[src/rtl/cfmg_pkg.sv]
// ----------------------------------------------------------------------------
// cfmg_pkg: shared types and constants of the CIDR first-match geo block
// Modes, status codes, the word that walks the cell chain and the mask helper.
// ----------------------------------------------------------------------------
package cfmg_pkg;

  localparam logic [1:0] MODE_ADD     = 2'd0;
  localparam logic [1:0] MODE_LOOKUP  = 2'd1;
  localparam logic [1:0] MODE_BLOCK   = 2'd2;
  localparam logic [1:0] MODE_UNBLOCK = 2'd3;

  localparam logic [1:0] ST_OK       = 2'd0;
  localparam logic [1:0] ST_MAP_FULL = 2'd1;
  localparam logic [1:0] ST_BLK_FULL = 2'd2;

  localparam int unsigned ADDR_W = 32;
  localparam int unsigned CC_W   = 16;
  localparam int unsigned PLEN_W = 6;

  // word carried from cell to cell
  typedef struct packed {
    logic              vld;
    logic [1:0]        mode;
    logic [ADDR_W-1:0] addr;
    logic [ADDR_W-1:0] mask;
    logic [CC_W-1:0]   code;
    logic              found;
    logic [CC_W-1:0]   country;
    logic              blocked;
    logic              placed;   // a free block slot took the code
    logic              dup;      // code already in the block set
  } tok_t;

  // end-of-walk control broadcast to the block cells
  typedef struct packed {
    logic fin;
    logic keep;
  } blk_ctl_t;

  typedef struct packed {
    logic            found;
    logic [CC_W-1:0] country;
    logic            blocked;
    logic [1:0]      status;
  } res_t;

  function automatic logic [ADDR_W-1:0] prefix_mask(input logic [PLEN_W-1:0] plen);
    logic [PLEN_W-1:0] p;
    p = (plen > PLEN_W'(ADDR_W)) ? PLEN_W'(ADDR_W) : plen;
    return ~({ADDR_W{1'b1}} >> p);
  endfunction

endpackage

[src/rtl/cfmg_blk_cell.sv]
// ----------------------------------------------------------------------------
// cfmg_blk_cell: one slot of the blocked-country set
// Checks membership, takes a new code tentatively, drops a code on unblock.
// ----------------------------------------------------------------------------
module cfmg_blk_cell
  import cfmg_pkg::*;
(
  input  logic     clk,
  input  logic     rst_n,
  input  blk_ctl_t ctl_i,
  input  tok_t     tok_i,
  output tok_t     tok_o
);

  logic [CC_W-1:0] code_r;
  logic            valid_r;
  logic            pend_r;
  tok_t            tok_r;
  tok_t            tok_nxt;
  logic            take;
  logic            drop;

  assign take = tok_i.vld && (tok_i.mode == MODE_BLOCK) && !valid_r && !tok_i.placed;
  assign drop = tok_i.vld && (tok_i.mode == MODE_UNBLOCK) && valid_r &&
                (code_r == tok_i.code);

  always_comb begin
    tok_nxt = tok_i;
    if (tok_i.vld && (tok_i.mode == MODE_LOOKUP) && tok_i.found && valid_r &&
        (code_r == tok_i.country)) begin
      tok_nxt.blocked = 1'b1;
    end
    if (tok_i.vld && (tok_i.mode == MODE_BLOCK) && valid_r && (code_r == tok_i.code)) begin
      tok_nxt.dup = 1'b1;
    end
    if (take) begin
      tok_nxt.placed = 1'b1;
    end
  end

  always_ff @(posedge clk) begin
    if (take) begin
      code_r <= tok_i.code;
    end
  end

  // a taken slot becomes live only if no duplicate turned up elsewhere in the set
  always_ff @(posedge clk) begin
    if (!rst_n) begin
      valid_r   <= 1'b0;
      pend_r    <= 1'b0;
      tok_r.vld <= 1'b0;
    end else begin
      tok_r <= tok_nxt;
      if (take) begin
        pend_r <= 1'b1;
      end else if (ctl_i.fin && pend_r) begin
        pend_r  <= 1'b0;
        valid_r <= ctl_i.keep;
      end else if (drop) begin
        valid_r <= 1'b0;
      end
    end
  end

  assign tok_o = tok_r;

endmodule

[config.mk]
export PLATFORM = sky130hd
export DESIGN_NAME = cfmg_blk_cell
export DESIGN_NICKNAME = d
export VERILOG_FILES = /design/src/rtl/cfmg_pkg.sv /design/src/rtl/cfmg_blk_cell.sv
export SDC_FILE = /design/constraint.sdc
export NUM_CORES = 1
export LEC_CHECK = 0
export ABC_AREA = 1
export BUFFER_PORTS_ARGS = -buffer_cell sky130_fd_sc_hd__buf_2
export CORE_MARGIN = 3
export CORE_UTILIZATION = 41
export CTS_CLUSTER_SIZE = 12
export DETAILED_ROUTE_END_ITERATION = 7
export HOLD_SLACK_MARGIN = 0.02
export PLACE_DENSITY = 0.8
export SYNTH_ARGS = -nofsm -noshare
export SYNTH_HDL_FRONTEND = slang
export SYNTH_SLANG_ARGS = --single-unit
[constraint.sdc]
create_clock -name clk -period 1.2 [get_ports clk]
set_input_delay 0 -clock clk [delete_from_list [all_inputs] [get_ports clk]]
set_output_delay 0 -clock clk [all_outputs]
set_load 0.05 [all_outputs]
---- After elaboration in Yosys (flattened, before gate mapping) ----
Cells that the tools add are included.
word-level totals
  word-level logic and storage cells ...... 41
  bits of input ports ..................... 107
  flip-flop bits (word level) ............. 121
  output and inout port bits .............. 103
operators by class
  bitwise logic cells ..................... 1
  equality and inequality tests ........... 5
  reductions and logical operators ........ 18
  muxes and demuxes ....................... 4
operators with widths
  cell                                                  count
  equality test 16 bit                                  2
  logical AND 1 bit                                     13
  equality test 2 bit (second input constant)           2
  two-way mux 1 bit                                     4
  nonzero test 2 bit                                    2
  equality test 2 x 1 -> 1 bit (second input constant)  1
  logical NOT 1 bit                                     2
  AND reduction 2 bit                                   1
  inverter 1 bit                                        1

---- Longest topological paths before layout ----
  depth in word-level cells ............... 6
  depth in mapped cells ................... 9
  depth with buffers taken out ............ 9

---- Least setup slack after synthesis ----
OpenSTA, ideal clock, no wires.
  path type ............................... register to register
  start ................................... register valid_r
  end ..................................... register code_r[0], enable pin
  setup time .............................. 364 ps
  setup slack ............................. -45 ps
  path buffers ............................ 0
  cell stages (with the launch flop) ...... 4
  arrival ................................. 881 ps
  cell sequence ........................... dfxtp_1 inv_1 nand3_1 inv_1
on the way
  longest elaborated chain between the ends .. 3
ends and longest elaborated chain
  element                          line                 source
  start: declaration               cfmg_blk_cell.sv:16  logic valid_r;
  start signal: assignment         cfmg_blk_cell.sv:59  valid_r <= ctl_i.keep;
  logical NOT 1 bit                cfmg_blk_cell.sv:23  assign take = tok_i.vld && (tok_i.mode == MODE_BLOCK) && !valid_r && !tok_i.placed;
  logical AND 1 bit (2 in series)  cfmg_blk_cell.sv:23
  named net take                   cfmg_blk_cell.sv:20  logic take;
  end signal: assignment           cfmg_blk_cell.sv:43  code_r <= tok_i.code;
  end: declaration                 cfmg_blk_cell.sv:15  logic [CC_W-1:0] code_r;
The timed path passes the listed nets, and every way through them passes these cells.
A chain may end at the register's enable or synchronous reset.

---- Worst setup path in the final report ----
  start ................................... register code_r[1]
  end ..................................... register tok_r (netlist bit tok_o[0]), data pin
on the way
  longest elaborated chain between the ends .. 2
ends and longest elaborated chain
  element                 line                 source
  equality test 16 bit    cfmg_blk_cell.sv:33  if (tok_i.vld && (tok_i.mode == MODE_BLOCK) && valid_r && (code_r == tok_i.code)) begin
  logical AND 1 bit       cfmg_blk_cell.sv:33
  end signal: assignment  cfmg_blk_cell.sv:54  tok_r <= tok_nxt;
  end: declaration        cfmg_blk_cell.sv:18  tok_t tok_r;
No other way between the ends.

==> impl_results.md <==
- CP Depth: 7
- Post-CTS Hold Buffers: 108
- Worst slew margin: 81.6%
- Cells after DPL: 625
- Leakage Power: 3.25 nW
- Final max-slew violation count: 0
- Top cell type's share of synthesized area: 82.5%
- IO Port Bufs: 209
- Tot Pwr: 12.1 mW
- CP Cell Sequence: nand2_1 > nand2_1 > nor2_1 > nand2_1 > nor2_2 > nand3_1 > o21bai_2
- Diode count: 0
- Die X-Extent: 108 um
- WL/cell: 17.7 um
- RSZ-0062 raised after global routing: true
- Final instance area: 0.00728 mm^2
- Cell mode on critical path: nand2_1
- CP peak stage delay: 0.41 ns
- DP Area: 0.00558 mm^2
- CTS tree: yes
- Nets: 728
- Setup Crit Path Kind: reg -> reg
- Synthesized flop and latch total: 121
- Outcome: finished, violations left
- Worst path arrival time: 1.64 ns
- Setup Skew: 0.00683 ns
- Grt total ovfl: 0
- Worst skew pair latency: 0.51 ns
- Cell Rows: 36
- Area Growth Syn to Fin: 69.5%
- Sequential fraction of the synthesis area: 83.9%
- Post-layout minimum cycle time: 1.28 ns
- HPWL after DPL: 8.27 mm
- Top cells by area, synth: edfxtp_1, nand2_1, inv_1
- Gr usage total: 23.3%
- Yosys top cell by area: edfxtp_1
- Largest net degree at the start of global routing: 56
- Synth warn: 0
- Worst EP required: 1.56 ns
- Total of max-cap violations: 0
- First-pass GRT wire length: 19.7 mm
- Final hold slack: 0.0229 ns
- Post-route ant nets: 0
- F_max: 0.781 GHz
- Worst Tran Pin Value: 0.273 ns
- Final hold viol count: 0
- GPL Wtd Cong: 0.722
- Initial antenna violation count: 0
- Commonest non-fill, non-tap cells in the layout: buf_2, edfxtp_1, dlygate4sd3_1
- Worst slack, placed: -0.0467 ns
- Core ar.: 0.0100 mm^2
- Worst-path clk slew: 0.06 ns
- Pre-Repair DR Iteration Count: 7
- CP Max Fanout: 2
- Worst Setup Start Kind: flip-flop
- Drt first-iter violations: 170
- Die Y-Extent: 108 um
- WHS Path Cells: 2
- Maximum vdd drop: 0.815 mV
- Vias in the first global route: 3650
- Clk buf depth: 2
- Most common cell after layout, fill and taps aside: buf_2
- Min-Delay Path Class: in -> reg
- Via density per instance: 4.70
- DRC violations left: 0
- Netlist cell types: 21
- Fillers: 655
- Mapped Cells: 279
- Final period utilization: 107%
- R2r worst-path depth: 7
- Worst setup margin: -0.0811 ns
- Root Buffer: clkbuf_8
- Final setup fails: 3
- Fraction of layout cells with a size suffix above 1: 40.7%
- CP Capture Type: flip-flop
- Syn Nets: 386
- H-tree depth: 4
- Routed via count: 3599
- Crit path max-delay family: simple AND/OR/NAND/NOR gates
- Fin cells: 765
- Final wirelength: 13.5 mm
- Crit path buf inv count: 0
- Die area: 0.0117 mm^2
- Power Dens Cells: 1660 mW/mm^2
- CTS buffer count: 17
- # IOs: 210
- Initial core utilization: 43.0%
- Slowest cell on crit path: edfxtp_1
- Failing checks: setup timing
- CTS sink count: 121
- Mapped cell area: 0.00430 mm^2
- Syn Area/Cell: 15.4 um^2
-- cell type report --
class | count | area [um^2] | share of cell area, %
repair buffers | 323 | 2220 | 30.5
clock inverters | 12 | 158 | 2.17
multi-input cells | 113 | 544 | 7.48
well taps | 133 | 166 | 2.29
flip-flops and latches | 121 | 3600 | 49.5
clock buffers | 18 | 418 | 5.74
inverters | 45 | 173 | 2.37
-- through the flow --
| step | utilization [%] | setup TNS [ns] |
|---|---|---|
| floorplan | - | 0 |
| global placement | 55.8 | -0.0375 |
| detailed placement | 55.8 | -0.0523 |
| CTS | 72.6 | -0.0286 |
| global route | 72.8 | -0.921 |
| finish | 72.8 | -0.141 |
-- flip-flops by register name (all words and copies together) (netlist names) --
name	flops
pend_r	1
tok_o	103
code_r	16
valid_r	1
-- cell families after synthesis --
logic type	count (synthesis)	share of synthesized area, %
AND/OR/NAND/NOR	98	9.38
flip-flops	121	83.9
AO/OA/AOI/OAI	8	1.37
buffers and inverters	45	3.93
XOR/XNOR	7	1.43
-- path summary, 6_finish.rpt --
path	to	from	slack [ns]
setup / recovery	tok_o[0]	code_r[1]	-0.08
setup reg to reg	tok_o[0]	code_r[1]	-0.08
hold reg to reg	pend_r	pend_r	0.50
hold / removal	tok_o[67]	rst_n	0.02
-- power breakdown --
part / switching (mW) / internal [mW] / leakage [nW]
combinational: 1.41 / 0.604 / 1.80
clock: 1.70 / 3.30 / 0.280
sequential: 0.0902 / 4.97 / 1.17
-- worst reg2reg max path: cells and delay by family, from the launching register on --
family,cells,cell delay [ns]
and+or+nand+nor,6,0.61
DFF,1,0.41
AOI/OAI and AO/OA,1,0.13
-- layer usage --
layer  vias up  part of all wire (%)  track usage, %
li1       1643                     -               -
met1      1734                    36            23.7
met2       184                    54            42.6
met3        38                   7.8            9.55
met4         0                   2.7            9.02
met5         -                     0               0
-- synth_stat cells (all sizes together) --
library cell / count
or2: 2
nor4: 1
nand2: 68
inv: 45
nand4: 1
o21ai: 1
nor2: 17
nor4b: 1
o22ai: 1
o21bai: 1
nand3: 6
xnor2: 4
o2111ai: 3
edfxtp: 118
nor3: 2
xor2: 3
a21oi: 2
dfxtp: 3
-- timing repair --
item,in CTS,in global routing
setup endpoints to repair,3,21
cloned,0,0
endpoints found under the hold margin,171,63
buffers inserted,1,1
pin swaps,7,7
gates resized for setup,3,6
(Power assumes the default switching activity.)
