<file path="src/rtl/cfmg_pkg.sv">
// ----------------------------------------------------------------------------
// cfmg_pkg: shared types and constants of the CIDR first-match geo block
// Modes, status codes, the word that walks the cell chain and the mask helper.
// ----------------------------------------------------------------------------
package cfmg_pkg;

  localparam logic [1:0] MODE_ADD     = 2'd0;
  localparam logic [1:0] MODE_LOOKUP  = 2'd1;
  localparam logic [1:0] MODE_BLOCK   = 2'd2;
  localparam logic [1:0] MODE_UNBLOCK = 2'd3;

  localparam logic [1:0] ST_OK       = 2'd0;
  localparam logic [1:0] ST_MAP_FULL = 2'd1;
  localparam logic [1:0] ST_BLK_FULL = 2'd2;

  localparam int unsigned ADDR_W = 32;
  localparam int unsigned CC_W   = 16;
  localparam int unsigned PLEN_W = 6;

  // word carried from cell to cell
  typedef struct packed {
    logic              vld;
    logic [1:0]        mode;
    logic [ADDR_W-1:0] addr;
    logic [ADDR_W-1:0] mask;
    logic [CC_W-1:0]   code;
    logic              found;
    logic [CC_W-1:0]   country;
    logic              blocked;
    logic              placed;   // a free block slot took the code
    logic              dup;      // code already in the block set
  } tok_t;

  // end-of-walk control broadcast to the block cells
  typedef struct packed {
    logic fin;
    logic keep;
  } blk_ctl_t;

  typedef struct packed {
    logic            found;
    logic [CC_W-1:0] country;
    logic            blocked;
    logic [1:0]      status;
  } res_t;

  function automatic logic [ADDR_W-1:0] prefix_mask(input logic [PLEN_W-1:0] plen);
    logic [PLEN_W-1:0] p;
    p = (plen > PLEN_W'(ADDR_W)) ? PLEN_W'(ADDR_W) : plen;
    return ~({ADDR_W{1'b1}} >> p);
  endfunction

endpackage

</file>
<file path="src/rtl/cfmg_map_cell.sv">
// ----------------------------------------------------------------------------
// cfmg_map_cell: one prefix table entry
// Stores network, mask and country; appends on add, matches on lookup.
// ----------------------------------------------------------------------------
module cfmg_map_cell
  import cfmg_pkg::*;
#(
  parameter int unsigned IDX   = 0,
  parameter int unsigned CNT_W = 7
) (
  input  logic             clk,
  input  logic             rst_n,
  input  logic [CNT_W-1:0] count_i,
  input  tok_t             tok_i,
  output tok_t             tok_o
);

  logic [ADDR_W-1:0] net_r;
  logic [ADDR_W-1:0] mask_r;
  logic [CC_W-1:0]   cc_r;
  tok_t              tok_r;
  tok_t              tok_nxt;
  logic              hit;
  logic              wr;

  assign wr  = tok_i.vld && (tok_i.mode == MODE_ADD) && (count_i == CNT_W'(IDX));
  // entries at or above the fill count hold nothing yet
  assign hit = tok_i.vld && (tok_i.mode == MODE_LOOKUP) && !tok_i.found &&
               (CNT_W'(IDX) < count_i) && ((tok_i.addr & mask_r) == net_r);

  always_comb begin
    tok_nxt = tok_i;
    if (hit) begin
      tok_nxt.found   = 1'b1;
      tok_nxt.country = cc_r;
    end
  end

  always_ff @(posedge clk) begin
    if (wr) begin
      net_r  <= tok_i.addr & tok_i.mask;
      mask_r <= tok_i.mask;
      cc_r   <= tok_i.code;
    end
  end

  always_ff @(posedge clk) begin
    if (!rst_n) begin
      tok_r.vld <= 1'b0;
    end else begin
      tok_r <= tok_nxt;
    end
  end

  assign tok_o = tok_r;

endmodule

</file>
<file path="config.mk">
export PLATFORM = sky130hd
export DESIGN_NAME = cfmg_map_cell
export DESIGN_NICKNAME = d
export VERILOG_FILES = /design/src/rtl/cfmg_pkg.sv /design/src/rtl/cfmg_map_cell.sv
export SDC_FILE = /design/constraint.sdc
export NUM_CORES = 1
export LEC_CHECK = 0
export CAP_MARGIN = 20
export CORE_AREA = 3 3 124 126
export CTS_CLUSTER_SIZE = 14
export DETAILED_ROUTE_END_ITERATION = 8
export DIE_AREA = 0 0 127 129
export DONT_BUFFER_PORTS = 1
export HOLD_SLACK_MARGIN = 0.12
export RECOVER_POWER = 100
export SLEW_MARGIN = 10
export SYNTH_ARGS = -nofsm -noshare
export SYNTH_HDL_FRONTEND = slang
export SYNTH_SLANG_ARGS = --single-unit
</file>
<file path="constraint.sdc">
create_clock -name clk -period 21 [get_ports clk]
set_input_delay 6.3 -clock clk [delete_from_list [all_inputs] [get_ports clk]]
set_output_delay 6.3 -clock clk [all_outputs]
set_load 0.005 [all_outputs]
</file>
== After elaboration in Yosys (flattened, before gate mapping) ==
Index checks and enable logic that the tools add are counted.

* Reductions and logical operators: 9
* Eq/ne operators: 2
* Multiplexer cells: 1
* Bitwise operators: 2
* Order comparisons: 1

{| class="wikitable"
|+ Operators with widths
! operator !! count
|-
| $and 32x32->32 || 2
|-
| $eq 32x32->1 || 1
|-
| $mux 16 || 1
|-
| $logic_not 7->1 || 1
|-
| $lt 1x7->1 const A || 1
|-
| $logic_and 1x1->1 || 6
|-
| $eq 2x1->1 const B || 1
|-
| $logic_not 2->1 || 1
|-
| $logic_not 1->1 || 1
|}

* Input port bits: 112
* Register bits: 183
* Logic and storage cells: 28
* Output and inout bits: 103

== Logic depth before layout (Yosys ltp) ==
Gate-level depths: netlist (run 1).

* Depth in word-level cells: 6
* Mapped depth: 7
* Depth with buffers taken out: 6

== Least setup slack after synthesis (run 1) ==
No wires, ideal clock.

* Path kind: input to register
* Start: input port count_i[4]
* End: register cc_r[0] (enable)
* Stages on the path: 3
* Slack: 5,374 ps
* Arrival: 14,879 ps
* Setup time: 747 ps
* Required time: 20,253 ps
* Buffers on the path: 0
* Cells stage by stage: nor4_1 -> nand2_1 -> nor4b_1

* Word-level cells in the longest chain between the ends: 2

{| class="wikitable"
|+ Ends and longest elaborated chain
! element !! RTL line !! text
|-
| start, declared || cfmg_map_cell.sv:13 || <nowiki>input logic [CNT_W-1:0] count_i,</nowiki>
|-
| $logic_not 7->1 || cfmg_map_cell.sv:26 || <nowiki>assign wr = tok_i.vld && (tok_i.mode == MODE_ADD) && (count_i == CNT_W'(IDX));</nowiki>
|-
| $logic_and 1x1->1 || cfmg_map_cell.sv:26 ||
|-
| via wr || cfmg_map_cell.sv:24 || <nowiki>logic wr;</nowiki>
|-
| end signal, assigned || cfmg_map_cell.sv:43 || <nowiki>cc_r <= tok_i.code;</nowiki>
|-
| end, declared || cfmg_map_cell.sv:20 || <nowiki>logic [CC_W-1:0] cc_r;</nowiki>
|}

The timed path passes the listed nets, and every way through them passes these cells.
A chain may end at the register's enable or synchronous reset.

== Worst setup path after layout (run 1) ==
* Start: input port count_i[4]
* End: register mask_r[21] (enable)

* Word-level cells in the longest chain between the ends: 2

{| class="wikitable"
|+ Ends and longest elaborated chain
! element !! RTL line !! text
|-
| $logic_not 7->1 || cfmg_map_cell.sv:26 ||
|-
| $logic_and 1x1->1 || cfmg_map_cell.sv:26 ||
|-
| via wr || cfmg_map_cell.sv:24 ||
|-
| end signal, assigned || cfmg_map_cell.sv:42 || <nowiki>mask_r <= tok_i.mask;</nowiki>
|-
| end, declared || cfmg_map_cell.sv:19 || <nowiki>logic [ADDR_W-1:0] mask_r;</nowiki>
|}

The timed path passes the listed nets, and every way through them passes these cells.

==> impl_metrics.py, run 1 <==
metrics = {
    "synthesis": {
        "yosysMostFrequentCell": "edfxtp_1",
        "synth_enable_flop_cells": 182,
        "synth_top_flop_cell": "edfxtp_1",
        "syn_area_um2": 6444,
        "synthArstFlopShare_pct": 0,
        "synth_commonest_cells": "edfxtp_1, nand2_1, and2_1",
        "synth-seq-cells": 183,
        "yosys.area.top_type": "edfxtp_1",
        "ys_warn_count": 0,
        "synth.distinct_cells": 18,
        "synth_top_area_share_pct": 84.82,
        "syn-num-nets": 427,
        "syn_area_per_cell_um2": 20.46,
        "syn_inst": 315,
        "ys_seq_area_share_pct": 85.13,
        "synth.area.top_cells": "edfxtp_1, xor2_1, and2_1, mux2_4, nand2_1",
    },
    "timing": {
        "drv_slew": 82,
        "final_hold_viol_count": 0,
        "period_minus_slack_ns": 9.007,
        "finClkSkew_ns": 0.01118,
        "setup_viol": 0,
        "rsz0062_at_grt": "no",
        "max_freq_mhz": 111.0,
        "fin_crit_sh_pct": 42.89,
        "tns_ns": 0,
        "tightest_slew_ns": 2.609,
        "slew_headroom_pct": -73.94,
        "hold_ws_ns": 0.5293,
    },
    "clock_network": {
        "hold_buffers": 0,
        "cts-root-buf": "clkbuf_16",
        "cts.clk_slew.worst_paths_ns": 0.06,
        "postCtsResizedCells": 0,
        "cts_tree": "done",
        "clock_latency_ns": 0.42,
        "clockBufferDepth": 2,
        "cts_buffers": 17,
        "postCtsSetupRepairBufs": 0,
        "cts.sinks": 183,
        "htree_levels": 4,
    },
    "floorplanning": {
        "start_util_pct": 44.67,
        "die_width_um": 127,
        "rows": 44,
        "die_y_um": 129,
        "io_pins": 215,
        "core_area_um2": 14420,
        "die_area_um2": 16380,
    },
    "power": {
        "total_power_w": 0.0007619,
        "ir_drop_mv": 0.06602,
        "pwr_density_cell_nw_per_um2": 105.1,
        "power.leakage_nw": 2.316,
    },
    "setup_path": {
        "path_cells": "nor4_1 > nand2_1 > nor4b_1 > clkbuf_1",
        "critPathKind": "input pin to register",
        "path_buf_inv": 1,
        "arrival_ns": 8.99,
        "worstPathRequired_ns": 20.99,
        "setup.worst_path.start_class": "input pin",
        "crit_fanout": 47,
        "critPathMaxStageDelay_ns": 1.90,
        "crit_path_top_delay_cell": "clkbuf_1",
        "critPathTopFamily": "buffers and inverters",
        "r2r_slack_ns": 18.41,
        "end_kind": "register",
    },
    "grt": {
        "antenna_found_initial": 0,
        "grt.overflow.total": 0,
        "grt_pass1_wl_um": 16400,
        "grt_usage_pct": 13.83,
        "grt_max_degree": 104,
        "grt_pass1_vias": 2836,
    },
    "cells_and_area": {
        "nets": 447,
        "drive_gt1_share_pct": 11.78,
        "syn2layout_area_growth_pct": 12.50,
        "fin_cells": 532,
        "diodes": 0,
    },
    "route": {
        "drc": 0,
        "viasPerCell": 5.103,
        "drt_iter0_drc": 141,
        "drt_wl_total_um": 11050,
        "wl_met2_um": 5585,
        "wl_met3_um": 1147,
        "drtPass1Iterations": 4,
        "vias": 2715,
        "avgRoutedWirePerCell_um": 20.78,
        "wl_met1_um": 4124,
        "ant_nets": 0,
        "highest_layer": "met4",
    },
    "run_status": {
        "status": "complete, but fails checks",
        "violations": "max-capacitance violations, max-slew violations",
    },
    "run": {
        "drv_cap": 2,
    },
    "place": {
        "io_buffers": 0,
        "place_inst": 500,
        "routabilityCongestion": 0.7008,
        "dp_hpwl_um": 7392,
    },
    "worst_hold_path": {
        "hp-class": "register to register",
    },
}
[cells by family (layout without fill, tap and decap cells)]
kind of cell | Yosys count | count (layout) | share of synthesized area (%)
xor+xnor | 32 | 32 | 4.350
buf+inv | 1 | 34 | 0.1747
flops | 183 | 183 | 85.13
mux | 16 | 16 | 3.320
simple gates | 83 | 83 | 7.029
[per-stage QoR]
step | cell area (um2) | worst slack, ns | utilization, %
after CTS | 7302 | 13.04 | 50.62
after detailed placement | 6684 | 12.56 | 46.34
after global placement | 6684 | 12.61 | 46.34
after floorplan | 6444 | 5.374 | -
final | 7249 | 11.99 | 50.26
after global routing | 7249 | 11.60 | 50.26
[layout by cell type, fill, tap and decap left out, types with 2 or more instances in the layout]
cell type and count:
edfxtp_1 182, nand2_1 33, xor2_1 31, and2_1 21, clkbuf_16 17, and2_0 11
mux2_1 9, nand4_1 8, mux2_2 7, inv_6 5, clkinv_4 4, nor3_1 3
bufinv_16 3, clkbuf_1 2
[worst paths after layout]
path / to / cells after the start / from
hold reg to reg: tok_o[17] / 1 / cc_r[14]
setup reg to reg: tok_o[13] / 6 / mask_r[25]
hold / removal: tok_o[17] / 1 / cc_r[14]
setup / recovery: mask_r[21] / 4 / count_i[4]
[power breakdown]
group | switching, W | leakage, nW | internal [W]
combinational | 0.00000254 | 0.326 | 0.00000375
clock | 0.000137 | 0.301 | 0.000191
sequential | 0.00000848 | 1.69 | 0.000419
[final cells by class]
class                   instances  area (um2)
fillers                      1188        7174
flip-flops and latches        183        5485
clock inverters                15       192.7
clock buffers                  17       425.4
multi-input cells             131       908.4
repair buffers                  2       7.507
well taps                     184       230.2
[metal layers]
layer | vias up | global-route usage [%]
li1 | 1230 | -
met1 | 1319 | 15.42
met2 | 153 | 21.89
met3 | 13 | 7.140
met4 | 0 | 7.003
met5 | - | 0
[state kept, by name, indices dropped and copies added (netlist names)]
register / flops
cc_r: 16
mask_r: 32
net_r: 32
tok_o: 103
Power figures use the tool's default switching activity.
==> run 2, diff against run 1 <==
- clock period: 21 -> 8.18 ns (I/O delays scaled with it)
==> run 2 against run 1 <==
The flow still finishes with violations (max-capacitance violations, max-slew violations). Wire length about the same. Sequential power increased to 2.6 times the previous value. Total power increased by 150%.
==> impl_metrics.py, run 2 (synthesis results as in run 1) <==
metrics = {
    "setup_path": {
        "ff2ff_path_depth": 6,
        "end_kind": "register",
        "critPathMaxStageDelay_ns": 1.70,
        "worstReg2RegEnd": "tok_o[7]",
        "worstPathRequired_ns": 8.18,
        "rr_startpoint": "mask_r[3]",
        "crit_fanout": 42,
        "crit_path_top_delay_cell": "clkbuf_1",
        "cp-startpoint": "count_i[4]",
        "critPathKind": "input pin to register",
        "setup.worst_path.start_class": "input pin",
        "path_cells": "nor4_1 > nand2_1 > nor4b_1 > clkbuf_1",
        "arrival_ns": 5.11,
        "r2r_slack_ns": 5.31,
        "crit_end": "mask_r[10]",
    },
    "power": {
        "seq_power_share_pct": 57.7,
        "p_sw_share_pct": 19.27,
        "combPwrFrac_pct": 0.8,
        "power.leakage_nw": 2.272,
        "ir_drop_mv": 0.1441,
        "switching_power_w": 0.0003666,
        "intPower_w": 0.001536,
        "pwr_density_cell_nw_per_um2": 264.0,
        "p_clk_share_pct": 41.4,
    },
    "worst_hold_path": {
        "hp-class": "register to register",
        "worstHoldStart": "cc_r[8]",
    },
    "clock_network": {
        "cts_tree": "done",
        "clockBufferDepth": 2,
        "hold_buffers": 0,
        "clock_latency_ns": 0.42,
        "postCtsSetupRepairBufs": 0,
        "cts-root-buf": "clkbuf_16",
        "htree_levels": 4,
        "cts.sinks": 183,
        "cts_buffers": 17,
        "cts.clk_slew.worst_paths_ns": 0.06,
        "postCtsResizedCells": 0,
    },
    "route": {
        "ant_nets": 0,
        "drc": 0,
        "drt_iter0_drc": 197,
        "drtPass1Iterations": 4,
        "drt_wl_total_um": 11050,
        "vias": 2687,
        "avgRoutedWirePerCell_um": 20.76,
        "viasPerCell": 5.051,
    },
    "place": {
        "dp_hpwl_um": 7573,
        "routabilityCongestion": 0.6847,
        "io_buffers": 0,
        "post-place-ws_ns": 3.590,
    },
    "timing": {
        "fin_ws_ns": 3.067,
        "fin_crit_sh_pct": 62.51,
        "finClkSkew_ns": 0.006755,
        "tns_ns": 0,
        "period_minus_slack_ns": 5.113,
        "drv_slew": 43,
        "rsz0062_at_grt": "no",
        "slew_headroom_pct": -55.39,
        "final_hold_viol_count": 0,
        "tightest_slew_ns": 2.331,
        "max_freq_mhz": 195.6,
        "setup_viol": 0,
    },
    "floorplanning": {
        "die_y_um": 129,
        "start_util_pct": 44.67,
        "core_area_um2": 14420,
        "die_width_um": 127,
        "io_pins": 215,
        "rows": 44,
        "die_area_um2": 16380,
    },
    "grt": {
        "grt_max_degree": 104,
        "grt_usage_pct": 13.64,
        "grt_pass1_wl_um": 16280,
        "grt_pass1_vias": 2810,
        "antenna_found_initial": 0,
        "grt.overflow.total": 0,
    },
    "cells_and_area": {
        "drive_gt1_share_pct": 10.92,
        "largest_reg_flops": 103,
        "diodes": 0,
        "syn2layout_area_growth_pct": 11.83,
        "final_cell_mix": "edfxtp_1, nand2_1, xor2_1",
        "final_common_cell": "edfxtp_1",
        "nets": 448,
    },
    "run_status": {
        "violations": "max-capacitance violations, max-slew violations",
        "status": "complete, but fails checks",
    },
    "run": {
        "drv_cap": 1,
    },
}
-- run 2: layer usage --
metal  wire length (um)  global-route usage [%]
met5                  0                       0
met4                197                   6.057
met3               1193                   7.804
met2               5497                   21.08
met1               4158                   15.55
-- run 2: area by class of cell --
cell class | instances | area, um2
clock buffers | 17 | 425.4
clock inverters | 14 | 151.4
fillers | 1180 | 7218
multi-input cells | 131 | 902.1
flip-flops and latches | 183 | 5485
well taps | 184 | 230.2
repair buffers | 3 | 11.26
-- run 2: how the worst min path moves through the flow --
stage,to,slack [ns],cells past startpoint
2_1_floorplan,tok_o[18],0.52,1
3_3_place_gp,tok_o[6],0.53,1
3_5_place_dp,tok_o[13],0.54,1
4_1_cts,tok_o[13],0.55,1
5_1_grt,tok_o[16],0.55,1
6_report,tok_o[11],0.53,1
-- run 2: critical path, delay by kind of cell --
kind	cells	cell delay (ns)
buffers and inverters	1	1.70
and+or+nand+nor	3	0.92
-- run 2: through the flow --
| stage | utilization, % | hold WS (ns) | power [W] | std cells | area (um2) |
|---|---|---|---|---|---|
| 2_1_floorplan | - | 0.5248 | 0.001127 | 315 | 6450 |
| 3_3_place_gp | 46.45 | 0.5282 | 0.001137 | 501 | 6700 |
| 3_5_place_dp | 46.45 | 0.5370 | 0.001138 | 501 | 6700 |
| 4_1_cts | 50.45 | 0.5520 | 0.001932 | 532 | 7277 |
| 5_1_grt | 49.96 | 0.5548 | 0.001964 | 532 | 7206 |
| 6_report | 49.96 | 0.5293 | 0.001903 | 532 | 7206 |
-- run 2: power groups by stage --
stage	Combinational [W]	Sequential (W)	Clock (W)
finish	0.0000159	0.00110	0.000788
CTS	0.0000184	0.00110	0.000813
global placement	0.0000176	0.00112	0
floorplan	0.0000159	0.00111	0
global route	0.0000183	0.00110	0.000843
detailed placement	0.0000183	0.00112	0
==> run 3, diff against run 2 <==
- clock period: 8.18 -> 4.4 ns (I/O delays scaled with it)
==> run 3 against run 2 <==
Clock power is 90% higher. Utilization is 0.46 points higher. Via count is 2.1% higher. Register-to-register slack worse by 3.9 ns. Final cell count stayed put. Critical path depth is 2 higher. Non-clock buffer count is 1 lower. The run now ends clean. Cell area is 0.92% higher. Setup slack worse by 2.2 ns. Clock-buffer cell count stayed put.
==> impl_metrics.py, run 3 (synthesis results as in run 1) <==
metrics = {
    "run_status": {
        "status": "finished clean",
    },
    "grt": {
        "grt_usage_pct": 13.94,
        "grt.overflow.total": 0,
        "grt_max_degree": 104,
        "grt_pass1_vias": 2955,
        "grt_pass1_wl_um": 16720,
        "antenna_found_initial": 0,
    },
    "clock_network": {
        "clock_latency_ns": 0.42,
        "clockBufferDepth": 2,
        "htree_levels": 4,
        "cts.sinks": 183,
        "cts_tree": "done",
        "cts-root-buf": "clkbuf_16",
        "cts.clk_slew.worst_paths_ns": 0.07,
        "cts_buffers": 17,
        "postCtsResizedCells": 0,
        "postCtsSetupRepairBufs": 0,
        "hold_buffers": 0,
    },
    "place": {
        "dp_hpwl_um": 7619,
        "routabilityCongestion": 0.7273,
        "io_buffers": 0,
        "placed_area_um2": 6708,
    },
    "floorplanning": {
        "die_width_um": 127,
        "io_pins": 215,
        "core_area_um2": 14420,
        "die_area_um2": 16380,
        "die_y_um": 129,
        "rows": 44,
        "start_util_pct": 44.67,
    },
    "cells_and_area": {
        "final_cell_mix": "edfxtp_1, nand2_1, xor2_1",
        "drive_gt1_share_pct": 14.66,
        "utilization_pct": 50.42,
        "syn2layout_area_growth_pct": 12.85,
        "diodes": 0,
        "largest_reg_flops": 103,
        "final_common_cell": "edfxtp_1",
        "nets": 447,
        "finish.instance_area_um2": 7272,
    },
    "route": {
        "ant_nets": 0,
        "drtPass1Iterations": 4,
        "avgRoutedWirePerCell_um": 20.92,
        "drt_iter0_drc": 154,
        "drc": 0,
        "vias": 2744,
        "drt_wl_total_um": 11130,
        "viasPerCell": 5.158,
    },
    "setup_path": {
        "arrival_ns": 3.70,
        "crit_fanout": 17,
        "critPathKind": "input pin to register",
        "setup.worst_path.start_class": "input pin",
        "worstPathRequired_ns": 4.57,
        "end_kind": "register",
    },
    "run": {
        "drv_cap": 0,
    },
    "timing": {
        "slew_headroom_pct": 15.68,
        "final_hold_viol_count": 0,
        "setup_viol": 0,
        "finClkSkew_ns": 0.01036,
        "drv_slew": 0,
        "tightest_slew_ns": 1.265,
        "period_minus_slack_ns": 3.530,
        "max_freq_mhz": 283.3,
        "fin_crit_sh_pct": 80.22,
        "rsz0062_at_grt": "no",
    },
    "power": {
        "ir_drop_mv": 0.2318,
        "pwr_density_cell_nw_per_um2": 492.3,
        "power.leakage_nw": 2.361,
    },
    "worst_hold_path": {
        "hp-class": "register to register",
    },
}
[run 3: cell count changes in the layout (fill, tap and decap cells not counted), moves of 2 or more]
cell	previous run	this run
mux2_4	0	9
clkbuf_1	3	1
and2_1	21	24
mux2_1	10	0
and2_0	11	8
clkinv_4	0	3
inv_8	0	2
clkinvlp_4	8	2
[run 3: layout make-up]
class                           instances  area, um2
Fill cell                            1186       7152
Sequential cell                       183       5485
Multi-Input combinational cell        131      950.9
Clock buffer                           17      425.4
Tap cell                              184      230.2
Clock inverter                         15      168.9
Timing Repair Buffer                    2      11.26
[run 3: power breakdown]
| group | internal [W] | total [W] | leakage, nW | switching, W |
|---|---|---|---|---|
| clock network | 0.000852 | 0.00150 | 0.288 | 0.000653 |
| logic | 0.0000215 | 0.0000335 | 0.384 | 0.0000120 |
| registers | 0.00200 | 0.00204 | 1.69 | 0.0000404 |
[run 3: through the flow]
step	hold WS (ns)	setup TNS, ns	total power, W	instances	setup WS [ns]
2_1_floorplan	0.5248	-26.22	0.002096	315	-0.3278
3_3_place_gp	0.5263	0	0.002115	500	0.9290
3_5_place_dp	0.5342	0	0.002116	500	0.8873
4_1_cts	0.5506	0	0.003628	532	1.350
5_1_grt	0.5541	0	0.003709	532	0.6233
6_report	0.5471	0	0.003580	532	0.8701
[run 3: worst paths after layout]
path | startpoint | to | slack, ns | depth (start not counted)
max | tok_i[71] | tok_o[13] | 0.87 | 6
min | cc_r[14] | tok_o[17] | 0.55 | 1
max reg2reg | mask_r[3] | tok_o[13] | 1.39 | 6
min reg2reg | cc_r[14] | tok_o[17] | 0.55 | 1
[run 3: worst max-delay path, cell delays in order]
cell and delay, ns:
nand2_1 0.06, xor2_1 0.19, nand4_1 0.12, nor4_1 0.56, nand3_1 0.86, mux2_4 0.58
[run 3: metal layers]
layer	track usage [%]	part of all wire [%]	vias to the layer above
met4	6.814	1.9	0
met5	0	0	-
met3	7.846	12	16
met2	21.54	48	152
met1	15.70	38	1344
li1	-	-	1232
